`src/design/evid_pkg.sv`:
```
// Shared types and constants for the event number allocator.
// Holds the controller/datapath command and status types; depends on nothing.
`default_nettype none
package evid_pkg;

    // default sizing
    localparam int BIN_COUNT_DEF = 256;
    localparam int ID_SPACE_DEF  = 8192;

    // configuration register reset values
    localparam logic [15:0] FIRST_RST = 16'h2000;
    localparam logic [15:0] LAST_RST  = 16'h4000;

    // fixed field widths
    localparam int NUM_W  = 16;
    localparam int TAG_W  = 32;
    localparam int PEAK_W = 14;

    // configuration register indexes
    localparam logic REG_FIRST = 1'b0;
    localparam logic REG_LAST  = 1'b1;

    // request modes
    localparam logic [1:0] MODE_ALLOC    = 2'd0;
    localparam logic [1:0] MODE_DISPATCH = 2'd1;
    localparam logic [1:0] MODE_FREE     = 2'd2;

    // result status codes
    localparam logic [1:0] STS_OK    = 2'd0;
    localparam logic [1:0] STS_FAIL  = 2'd1;
    localparam logic [1:0] STS_RANGE = 2'd2;

    typedef enum logic [4:0] {
        ST_CLEAR,
        ST_IDLE,
        ST_DECODE,
        ST_WALK_WAIT,
        ST_WALK_CHK,
        ST_INC_WAIT,
        ST_INC,
        ST_ADV,
        ST_SM_WAIT,
        ST_SM_CHK,
        ST_P1_WAIT,
        ST_P1_CHK,
        ST_P2_WAIT,
        ST_P2_CHK,
        ST_TK_WAIT,
        ST_TK_CHK,
        ST_MOD,
        ST_DEC_WAIT,
        ST_DEC,
        ST_FINISH
    } t_state;

    typedef enum logic [4:0] {
        OP_NONE,
        OP_CLR_INIT,
        OP_CLEAR,
        OP_LOAD,
        OP_SET_RANGE,
        OP_ALLOC_START,
        OP_OFF_STEP,
        OP_SET_NONE,
        OP_GRANT,
        OP_INC,
        OP_ADV_START,
        OP_SCAN_STEP,
        OP_SET_NEXT,
        OP_P2_START,
        OP_P2_ACC,
        OP_P2_END,
        OP_SET_OFF,
        OP_DISPATCH,
        OP_FREE,
        OP_MOD_STEP,
        OP_MOD_DONE,
        OP_DEC,
        OP_EMIT
    } t_dp_op;

    // datapath flags seen by the controller
    typedef struct packed {
        logic [1:0] mode;
        logic       none;
        logic       in_range;
        logic       off_lt_span;
        logic       taken;
        logic       short_span;
        logic       scan_lt_span;
        logic       scan_end;
        logic       depth_zero;
        logic       depth_le_min;
        logic       rem_ge_bc;
        logic       clr_done;
    } t_dp_stat;

endpackage
`default_nettype wire

```
`src/design/evid_ctrl.sv`:
```
// Sequencer of the event number allocator: steps the datapath through
// clearing, allocation walk, bin scans, dispatch lookup and free. Uses evid_pkg.
`default_nettype none
module evid_ctrl (
    input  wire logic                i_clk,
    input  wire logic                i_rst_n,
    input  wire logic                i_cfg_we,
    input  wire logic                i_s_valid,
    input  wire logic                i_m_ready,
    input  wire evid_pkg::t_dp_stat  i_stat,
    output evid_pkg::t_dp_op         o_op,
    output logic                     o_s_ready,
    output logic                     o_m_valid
);

    evid_pkg::t_state r_state;
    evid_pkg::t_state n_state;
    logic             r_m_valid;
    logic             w_emit;

    // next state
    always_comb begin
        n_state = r_state;
        unique case (r_state)
            evid_pkg::ST_CLEAR:     if (i_stat.clr_done) n_state = evid_pkg::ST_IDLE;
            evid_pkg::ST_IDLE:      if (i_s_valid) n_state = evid_pkg::ST_DECODE;
            evid_pkg::ST_DECODE: begin
                if (i_stat.mode == evid_pkg::MODE_ALLOC) begin
                    n_state = i_stat.none ? evid_pkg::ST_FINISH : evid_pkg::ST_WALK_WAIT;
                end else if ((i_stat.mode == evid_pkg::MODE_DISPATCH)
                             || (i_stat.mode == evid_pkg::MODE_FREE)) begin
                    n_state = i_stat.in_range ? evid_pkg::ST_TK_WAIT : evid_pkg::ST_FINISH;
                end else begin
                    n_state = evid_pkg::ST_FINISH;
                end
            end
            evid_pkg::ST_WALK_WAIT: n_state = evid_pkg::ST_WALK_CHK;
            evid_pkg::ST_WALK_CHK: begin
                if (!i_stat.off_lt_span) n_state = evid_pkg::ST_FINISH;
                else if (i_stat.taken)   n_state = evid_pkg::ST_WALK_WAIT;
                else                     n_state = evid_pkg::ST_INC_WAIT;
            end
            evid_pkg::ST_INC_WAIT:  n_state = evid_pkg::ST_INC;
            evid_pkg::ST_INC:       n_state = evid_pkg::ST_ADV;
            evid_pkg::ST_ADV:
                n_state = i_stat.short_span ? evid_pkg::ST_SM_WAIT : evid_pkg::ST_P1_WAIT;
            evid_pkg::ST_SM_WAIT:   n_state = evid_pkg::ST_SM_CHK;
            evid_pkg::ST_SM_CHK: begin
                if (!i_stat.scan_lt_span || i_stat.depth_zero) n_state = evid_pkg::ST_FINISH;
                else                                           n_state = evid_pkg::ST_SM_WAIT;
            end
            evid_pkg::ST_P1_WAIT:   n_state = evid_pkg::ST_P1_CHK;
            evid_pkg::ST_P1_CHK: begin
                if (i_stat.scan_end)          n_state = evid_pkg::ST_P2_WAIT;
                else if (i_stat.depth_le_min) n_state = evid_pkg::ST_FINISH;
                else                          n_state = evid_pkg::ST_P1_WAIT;
            end
            evid_pkg::ST_P2_WAIT:   n_state = evid_pkg::ST_P2_CHK;
            evid_pkg::ST_P2_CHK:
                n_state = i_stat.scan_end ? evid_pkg::ST_FINISH : evid_pkg::ST_P2_WAIT;
            evid_pkg::ST_TK_WAIT:   n_state = evid_pkg::ST_TK_CHK;
            evid_pkg::ST_TK_CHK: begin
                if (i_stat.taken && (i_stat.mode == evid_pkg::MODE_FREE)) begin
                    n_state = evid_pkg::ST_MOD;
                end else begin
                    n_state = evid_pkg::ST_FINISH;
                end
            end
            evid_pkg::ST_MOD:       if (!i_stat.rem_ge_bc) n_state = evid_pkg::ST_DEC_WAIT;
            evid_pkg::ST_DEC_WAIT:  n_state = evid_pkg::ST_DEC;
            evid_pkg::ST_DEC:       n_state = evid_pkg::ST_FINISH;
            evid_pkg::ST_FINISH:    if (!r_m_valid || i_m_ready) n_state = evid_pkg::ST_IDLE;
            default:                n_state = evid_pkg::ST_CLEAR;
        endcase
        // a register write restarts the clearing sweep
        if (i_cfg_we) n_state = evid_pkg::ST_CLEAR;
    end

    // datapath command
    always_comb begin
        o_op = evid_pkg::OP_NONE;
        unique case (r_state)
            evid_pkg::ST_CLEAR:     o_op = evid_pkg::OP_CLEAR;
            evid_pkg::ST_IDLE:      if (i_s_valid) o_op = evid_pkg::OP_LOAD;
            evid_pkg::ST_DECODE: begin
                if (i_stat.mode == evid_pkg::MODE_ALLOC) begin
                    if (!i_stat.none) o_op = evid_pkg::OP_ALLOC_START;
                end else if ((i_stat.mode == evid_pkg::MODE_DISPATCH)
                             || (i_stat.mode == evid_pkg::MODE_FREE)) begin
                    o_op = i_stat.in_range ? evid_pkg::OP_SET_OFF : evid_pkg::OP_SET_RANGE;
                end
            end
            evid_pkg::ST_WALK_CHK: begin
                if (!i_stat.off_lt_span) o_op = evid_pkg::OP_SET_NONE;
                else if (i_stat.taken)   o_op = evid_pkg::OP_OFF_STEP;
                else                     o_op = evid_pkg::OP_GRANT;
            end
            evid_pkg::ST_INC:       o_op = evid_pkg::OP_INC;
            evid_pkg::ST_ADV:       o_op = evid_pkg::OP_ADV_START;
            evid_pkg::ST_SM_CHK: begin
                if (i_stat.scan_lt_span) begin
                    o_op = i_stat.depth_zero ? evid_pkg::OP_SET_NEXT : evid_pkg::OP_SCAN_STEP;
                end
            end
            evid_pkg::ST_P1_CHK: begin
                if (i_stat.scan_end)          o_op = evid_pkg::OP_P2_START;
                else if (i_stat.depth_le_min) o_op = evid_pkg::OP_SET_NEXT;
                else                          o_op = evid_pkg::OP_SCAN_STEP;
            end
            evid_pkg::ST_P2_CHK:
                o_op = i_stat.scan_end ? evid_pkg::OP_P2_END : evid_pkg::OP_P2_ACC;
            evid_pkg::ST_TK_CHK: begin
                if (i_stat.taken) begin
                    o_op = (i_stat.mode == evid_pkg::MODE_FREE) ? evid_pkg::OP_FREE
                                                                : evid_pkg::OP_DISPATCH;
                end
            end
            evid_pkg::ST_MOD:
                o_op = i_stat.rem_ge_bc ? evid_pkg::OP_MOD_STEP : evid_pkg::OP_MOD_DONE;
            evid_pkg::ST_DEC:       o_op = evid_pkg::OP_DEC;
            evid_pkg::ST_FINISH:    if (!r_m_valid || i_m_ready) o_op = evid_pkg::OP_EMIT;
            default:                o_op = evid_pkg::OP_NONE;
        endcase
        if (i_cfg_we) o_op = evid_pkg::OP_CLR_INIT;
    end

    assign w_emit    = (o_op == evid_pkg::OP_EMIT);
    assign o_s_ready = (r_state == evid_pkg::ST_IDLE) && !i_cfg_we;
    assign o_m_valid = r_m_valid;

    // state and output valid
    always_ff @(posedge i_clk) begin
        if (!i_rst_n) begin
            r_state   <= evid_pkg::ST_CLEAR;
            r_m_valid <= 1'b0;
        end else begin
            r_state <= n_state;
            if (w_emit) begin
                r_m_valid <= 1'b1;
            end else if (i_m_ready) begin
                r_m_valid <= 1'b0;
            end
        end
    end

endmodule
`default_nettype wire

```
`config.mk`:
```
export PLATFORM = sky130hd
export DESIGN_NAME = evid_ctrl
export DESIGN_NICKNAME = d
export VERILOG_FILES = /design/src/design/evid_pkg.sv /design/src/design/evid_ctrl.sv
export SDC_FILE = /design/constraint.sdc
export NUM_CORES = 1
export LEC_CHECK = 0
export BUFFER_PORTS_ARGS = -buffer_cell sky130_fd_sc_hd__clkbuf_2
export CELL_PAD_IN_SITES_DETAIL_PLACEMENT = 1
export CELL_PAD_IN_SITES_GLOBAL_PLACEMENT = 1
export CORE_ASPECT_RATIO = 2
export CORE_MARGIN = 8
export CORE_UTILIZATION = 37
export DETAILED_ROUTE_END_ITERATION = 10
export PLACE_DENSITY_LB_ADDON = 0.1
export SLEW_MARGIN = 30
export SYNTH_ARGS = -nofsm -noshare
export SYNTH_HDL_FRONTEND = slang
export SYNTH_SLANG_ARGS = --single-unit
```
`constraint.sdc`:
```
create_clock -name i_clk -period 2 [get_ports i_clk]
set_input_delay 0.3 -clock i_clk [delete_from_list [all_inputs] [get_ports i_clk]]
set_output_delay 0.3 -clock i_clk [all_outputs]
set_load 0.01 [all_outputs]
```
* Word level (Yosys, flattened, before mapping)
Cells that the tools add are included.
** Storage, ports and cells
- Register bits :: 6
- Latch bits :: 0
- RAM bits :: 0
- Bits in read-only memories :: 0
- Bits of input ports :: 18
- Logic and storage cells :: 79
- Memories :: 0
** Operators by class
- Add/sub/neg operators :: 0
- Multipliers :: 0
- Divide/modulo/power cells :: 0
- Magnitude comparators :: 0
- Equal/unequal tests :: 26
- Shifts and indexed selects :: 0
- Mux-type cells :: 37
- Bitwise gates (word level) :: 1
- Reduce and logical (&&, ||, !) cells :: 13
** Operator list (count)
- $pmux 5 s20 :: 1
- $mux 5 :: 19
- $pmux 5 s13 :: 1
- $eq 5x4->1 const B :: 8
- $eq 5x5->1 const B :: 5
- $eq 5x3->1 const B :: 4
- $mux 3 :: 6
- $mux 4 :: 3
- $eq 5x2->1 const B :: 2
- $mux 2 :: 4
- $ne 2x2->1 const B :: 4
- $eq 5x1->1 const B :: 1
- $logic_not 5->1 :: 1
- $reduce_and 4->1 :: 1
- $logic_not 1->1 :: 3
- $logic_or 1x1->1 :: 3
- $mux 1 :: 3
- $eq 2x1->1 const B :: 1
- $eq 2x2->1 const B :: 1
- $logic_and 1x1->1 :: 2
- $logic_not 2->1 :: 1
- $reduce_bool 2->1 :: 1
- $reduce_or 2->1 :: 1
- $not 1->1 :: 1

* Logic depth before layout (Yosys ltp)
Gate-level depths: netlist of run 1.
- Word-level depth :: 8
- Mapped depth :: 7
- Mapped depth without buffers :: 7

* Worst setup path before layout of run 1
No wires, ideal clock.
- Path kind :: reg2out
- Start :: register r_state[4]
- End :: output o_op[2]
- Data arrival time :: 1.665 ns
- Required time :: 1.700 ns
- Setup slack :: 0.035 ns
- Stages on the path, launching flop included :: 6
- Path buffers :: 1
- Cells stage by stage :: dfxtp_1 > buf_6 > or4b_4 > or3_4 > o221a_2 > a41oi_1
** Between the ends
- Cells in the longest elaborated chain, start to end :: 3
** RTL lines
- start, declared :: line evid_ctrl.sv:16 : evid_pkg::t_state r_state;
- start signal, assigned :: line evid_ctrl.sv:134 : r_state <= evid_pkg::ST_CLEAR;
- start signal, assigned :: line evid_ctrl.sv:137 : r_state <= n_state;
- $eq 5x5->1 (tied with other cells) :: line evid_ctrl.sv:82 : unique case (r_state)
- $pmux 5 s13 (*) :: line evid_ctrl.sv:82
- $mux 5 (*) :: line evid_ctrl.sv:124 : if (i_cfg_we) o_op = evid_pkg::OP_CLR_INIT;
- end, declared :: line evid_ctrl.sv:11 : output evid_pkg::t_dp_op o_op,
Mark *: on every way between the ends. The rest lies on a longest branch, timed or not.

* Worst setup path after layout of run 1
- Start :: register r_state[3]
- End :: output o_op[2]
The elaborated chain is that of the path after synthesis.

==> results.yml, run 1 <==
clock_tree:
  cts.sinks: 6
  clk_latency_ns: 0.23
  cts_max_level: 1
  cts_tree: "yes"
  cts_made_buffers: 3
  clk_pin_slew_ns: 0.04
  cts_root_buffer: "clkbuf_8"
  hold_buffers: 0
  clk_path_buf_depth: 2
placement:
  gp_congestion: 0.909
  dp_hpwl_mm: 3.84
  io_buffers: 24
  dp.cells: 227
power:
  p_total_mw: 0.477
  p_per_area_nw_per_um2: 307
  sw_frac_of_total_pct: 32.6
  p_leak_nw: 0.608
  pwr-share-clk_pct: 39.6
  power.internal_mw: 0.322
  p_comb_share_pct: 34.6
  ir_drop_mv: 0.339
  seqPwrFrac_pct: 25.9
  power_switching_mw: 0.155
critical_path:
  rrSetupSlack_ns: 0.05
  timing.rr.end: "r_state[1]"
  r2r-start: "r_state[3]"
  cp.arrival_ns: 1.89
  cp_max_fo: 4
  crit_start: "r_state[3]"
  cp-end-kind: "output port"
  reg2reg_depth: 7
  crit_required_ns: 1.70
  crit_end: "o_op[2]"
  cp-start-kind: "flip-flop"
  crit_type: "reg2out"
sta:
  finalClockSkew_ns: 0.00608
  finalHoldViolCount: 0
  layout_setup_ws_ns: -0.187
  tightest_slew_ns: 0.352
  period_share_pct: 109
  finalSetupTns_ns: -0.657
  drv_slew: 0
  fin_crit_ns: 2.19
  relSlewSlack_pct: 76.5
  setup_viol: 5
  holdWs_ns: 0.383
  rsz0062_at_grt: "true"
  max_freq_ghz: 0.457
job:
  cap_violations: 0
die:
  initial_utilization_pct: 38.1
  ios: 25
  die_w_um: 53.3
  dieHeight_um: 90.7
  rows: 27
  core_area_um2: 2700
  fp.dieArea_um2: 4830
drt:
  wl_per_cell_um: 21.5
  drc_errors: 0
  met2WireLength_mm: 2.85
  dr_total_vias: 1530
  drtIter0Drc: 40
  top_layer: "met4"
  vias_per_cell: 6.46
  wl_mm: 5.09
  first_pass_iters: 4
  ant_nets: 0
  wl_met3_um: 170
  met1_length_mm: 1.84
finish:
  stdcell_count: 237
  num-nets-final: 230
  layout_commonest_cell: "buf_4"
  diodes: 0
  layout_common_cells: "29 x buf_4, 20 x clkbuf_2, 17 x nor2_1, 12 x nand2_1, 11 x o21ai_0"
  drive_gt1_share_pct: 42.3
  nFillCells: 367
  syn_to_final_growth_pct: 50.8
grt:
  antenna_found_initial: 0
  grt_pass1_vias: 1563
  groute.usage.overall_pct: 20.5
  grt-ovfl-total: 0
  grt_max_degree: 14
  grt_pass1_wl_mm: 7.66
synth:
  ys_warn_count: 0
  synthDistinctLibCells: 46
  synth_edf_count: 0
  yosysSeqAreaShare_pct: 11.7
  syn_area_um2: 1030
  ys_ff_latch: 6
  synthFlopType: "dfxtp_1"
  synthesis.instances: 160
  syn_area_per_cell_um2: 6.44
  synthArstFlopShare_pct: 0
  postSynthNetCount: 180
outcome:
  status: "finished, violations left"
  violations: "setup timing"
min_path:
  min_path_type: "in2reg"
## registers in the layout (all words and copies together), names as in the netlist
name       flops
r_state        5
o_m_valid      1
## what timing repair did
item / CTS / global route
buffers inserted: 0 / 7
gates resized for setup: 14 / 21
pin swaps: 4 / 8
endpoints found under the setup margin: 5 / 7
## Yosys cell counts (all sizes together) (2+ instances only)
library cell	count	area share, %
nand2b	2	1.2
nand3b	3	2.2
or4	2	1.5
o21ai	12	5.8
buf	6	3.2
o2bb2ai	3	2.5
dfxtp	6	12
o22ai	2	1.2
inv	10	3.6
nand4	3	1.8
o2111ai	3	2.5
nor2	18	6.6
and3	2	1.2
or3	5	3.5
nor3	7	3.4
ha	2	2.4
nand3	7	3.4
nand2	12	4.4
clkbuf	6	2.2
a31oi	4	2.4
nor2b	8	4.9
nor4	3	2.4
a21oi	13	6.3
nor3b	2	1.5
mux2i	2	1.9
## layout make-up
type                       instances  area (um2)  share of cell area, %
multi-input combinational        132         931                   59.9
timing repair buffer              57         383                   24.6
sequential                         6         126                   8.13
clock buffer                       3        41.3                   2.65
inverter                          10        37.5                   2.41
tap                               29        36.3                   2.33
## through the flow
step / setup slack, ns / utilization, % / cell area, um2
CTS: -0.182 / 52.8 / 1430
global placement: -0.0326 / 49.1 / 1330
finish: -0.187 / 57.5 / 1560
floorplan: 0.0346 / - / 1030
detailed placement: -0.0419 / 49.1 / 1330
global route: -0.223 / 57.5 / 1560
## routing by layer
metal / vias to the layer above / GRT usage [%]
li1: 692 / -
met1: 757 / 20.6
met2: 61 / 37.0
met3: 20 / 2.81
met4: 0 / 11.0
met5: - / 0
## power by group through the flow
stage / Sequential (mW) / Clock [mW] / Combinational (mW)
after floorplan: 0.127 / 0 / 0.0729
after global placement: 0.126 / 0 / 0.137
after detailed placement: 0.127 / 0 / 0.144
after CTS: 0.123 / 0.187 / 0.149
after global routing: 0.124 / 0.199 / 0.178
final: 0.123 / 0.189 / 0.165
## cells by family after synthesis
logic type | count (synthesis) | synth area share, %
fa+ha+maj | 2 | 2.43
buf+inv | 22 | 8.98
compound gates | 48 | 31.6
xor+xnor | 2 | 1.70
flops | 6 | 11.7
mux | 2 | 1.94
simple gates | 78 | 41.7
## how the worst min path moves through the flow
stage                 start        end  slack, ns  cells past startpoint
floorplan           i_rst_n  o_m_valid       0.46                      2
global placement    i_rst_n  o_m_valid       0.61                      3
detailed placement  i_rst_n  o_m_valid       0.60                      3
CTS                 i_rst_n  o_m_valid       0.37                      3
global route        i_rst_n  o_m_valid       0.40                      3
finish              i_rst_n  o_m_valid       0.38                      3
## critical path, cell delays in order (launching register included)
cell	delay, ns
dfxtp_2	0.33
or4b_4	0.55
or3_4	0.36
o221a_4	0.13
a41oi_2	0.14
buf_2	0.15
No activity file was read; power rests on OpenSTA's default activity.
==> run 2: changes to the inputs <==
--- a/config.mk
+++ b/config.mk
@@ -8,7 +8,6 @@
 export BUFFER_PORTS_ARGS = -buffer_cell sky130_fd_sc_hd__clkbuf_2
 export CELL_PAD_IN_SITES_DETAIL_PLACEMENT = 1
 export CELL_PAD_IN_SITES_GLOBAL_PLACEMENT = 1
-export CORE_ASPECT_RATIO = 2
 export CORE_MARGIN = 8
 export CORE_UTILIZATION = 37
 export DETAILED_ROUTE_END_ITERATION = 10
==> run 2 against run 1 <==
  * Cell count decreased by 1.3%
  * The run still ends with setup timing left
  * Routed wire length decreased by 12%
  * Sequential power about the same
  * Sequential cell count unchanged
  * Via count decreased by 5.0%
  * Register-to-register slack improved by 0.05 ns
  * Clock-buffer cell count unchanged
  * Design area decreased by 8.4%
==> results.yml, run 2 (same netlist as run 1, synthesis figures left out) <==
outcome:
  status: "finished, violations left"
  violations: "setup timing"
finish:
  largest_register_ff_count: 5
  nFillCells: 379
  num-nets-final: 225
  diodes: 0
  layout_commonest_cell: "buf_4"
  largest-register: "r_state"
  layout_common_cells: "26 x buf_4, 22 x clkbuf_2, 18 x nor2_1"
  ff_latch_area_um2: 123
  postLayoutCellArea_um2: 1430
  drive_gt1_share_pct: 35.0
  multi_input_area_um2: 866
  stdcell_count: 234
  syn_to_final_growth_pct: 38.2
critical_path:
  crit_type: "reg2out"
  crit_buf_inv: 1
  cp-end-kind: "output port"
  slowest_stage: "or4b_4"
  crit_required_ns: 1.70
  r2r-start: "r_state[2]"
  cp.arrival_ns: 1.90
  crit_family: "simple AND/OR/NAND/NOR gates"
  path_cells: "or4b_4, or3_4, o221a_2, a41oi_2, buf_2"
  cp_slowest_stage_delay_ns: 0.53
  cp_max_fo: 3
  cp-start-kind: "flip-flop"
  crit_start: "r_state[3]"
die:
  core_area_um2: 2710
  die_w_um: 68.8
  dieHeight_um: 68.8
  initial_utilization_pct: 38.0
  rows: 19
  fp.dieArea_um2: 4730
  ios: 25
power:
  p_leak_nw: 0.569
  ir_drop_mv: 0.210
  power.internal_mw: 0.259
  seqPwrFrac_pct: 30.4
  p_comb_share_pct: 38.5
  sw_frac_of_total_pct: 36.4
  pwr-share-clk_pct: 31.1
  p_per_area_nw_per_um2: 286
  power_switching_mw: 0.148
drt:
  dr_total_vias: 1454
  ant_nets: 0
  wl_per_cell_um: 19.2
  drtIter0Drc: 64
  vias_per_cell: 6.21
  first_pass_iters: 4
  wl_mm: 4.49
  drc_errors: 0
placement:
  gp_congestion: 0.856
  io_buffers: 24
  dp.cells: 229
  place_area_um2: 1330
  dp_hpwl_mm: 3.42
grt:
  grt-ovfl-total: 0
  antenna_found_initial: 0
  grt_max_degree: 20
  grt_pass1_vias: 1574
  grt_pass1_wl_mm: 7.63
  groute.usage.overall_pct: 21.2
sta:
  rsz0062_at_grt: "true"
  layout_setup_ws_ns: -0.204
  tightest_slew_ns: 0.454
  setup_viol: 5
  finalHoldViolCount: 0
  relSlewSlack_pct: 69.6
  max_freq_ghz: 0.454
  finalClockSkew_ns: 0.0158
  drv_slew: 0
  fin_crit_ns: 2.20
  period_share_pct: 110
clock_tree:
  cts.sinks: 6
  clk_latency_ns: 0.27
  hold_buffers: 0
  cts_max_level: 1
  clk_pin_slew_ns: 0.06
  cts_tree: "yes"
  cts_root_buffer: "clkbuf_4"
  clk_path_buf_depth: 2
  cts_made_buffers: 3
min_path:
  min_path_type: "in2reg"
  min-delay-start: "i_rst_n"
job:
  cap_violations: 0
==> run 2: cell count changes in the layout (fill, tap and decap cells not counted), sizes merged <==
cell	change
clkbuf	+2
buf	-7
==> run 2: area by class of cell <==
class                   instances  share of cell area (%)
flip-flops and latches          6                    8.60
well taps                      31                    2.72
clock buffers                   3                    1.58
repair buffers                 52                    23.7
multi-input cells             132                    60.8
inverters                      10                    2.63
==> run 2: final timing paths <==
kind | cells after the start | endpoint | slack, ns
worst max-delay path | 5 | o_op[2] | -0.20
worst min-delay path | 3 | o_m_valid | 0.31
worst max register to register | 6 | r_state[1] | 0.10
worst min register to register | 2 | o_m_valid | 0.63
==> run 2: what timing repair did <==
item | in CTS | in global routing
pin swaps | 3 | 1
setup endpoints to repair | 5 | 6
resized for setup | 11 | 4
buffers inserted | 2 | 0
==> run 2: stage by stage <==
| stage | hold slack, ns | worst slack (ns) | setup TNS (ns) | total power, mW | utilization, % |
|---|---|---|---|---|---|
| 6_report | 0.313 | -0.204 | -0.542 | 0.407 | 52.6 |
| 3_5_place_dp | 0.585 | 0.0262 | 0 | 0.270 | 49.1 |
| 4_1_cts | 0.318 | -0.215 | -0.629 | 0.403 | 52.4 |
| 2_1_floorplan | 0.455 | 0.0346 | 0 | 0.199 | - |
| 3_3_place_gp | 0.585 | 0.0321 | 0 | 0.266 | 49.1 |
| 5_1_grt | 0.360 | -0.245 | -0.952 | 0.430 | 52.6 |
==> run 2: metal layers <==
layer	routed length, um	GRT usage [%]	vias up
met4	157	9.52	0
met2	2150	35.8	44
met5	0	0	-
met3	190	4.20	15
li1	-	-	683
met1	1990	25.5	712
==> run 2: power by group through the flow <==
stage / combinational (mW) / sequential (mW) / clock, mW
after floorplan: 0.0729 / 0.127 / 0
after global placement: 0.140 / 0.126 / 0
after detailed placement: 0.143 / 0.126 / 0
after CTS: 0.154 / 0.124 / 0.126
after global routing: 0.171 / 0.124 / 0.134
final: 0.157 / 0.124 / 0.127
==> run 2: tightest hold or removal path: stages <==
cell,delay [ns]
clkbuf_2,0.09
inv_1,0.06
o32ai_2,0.08
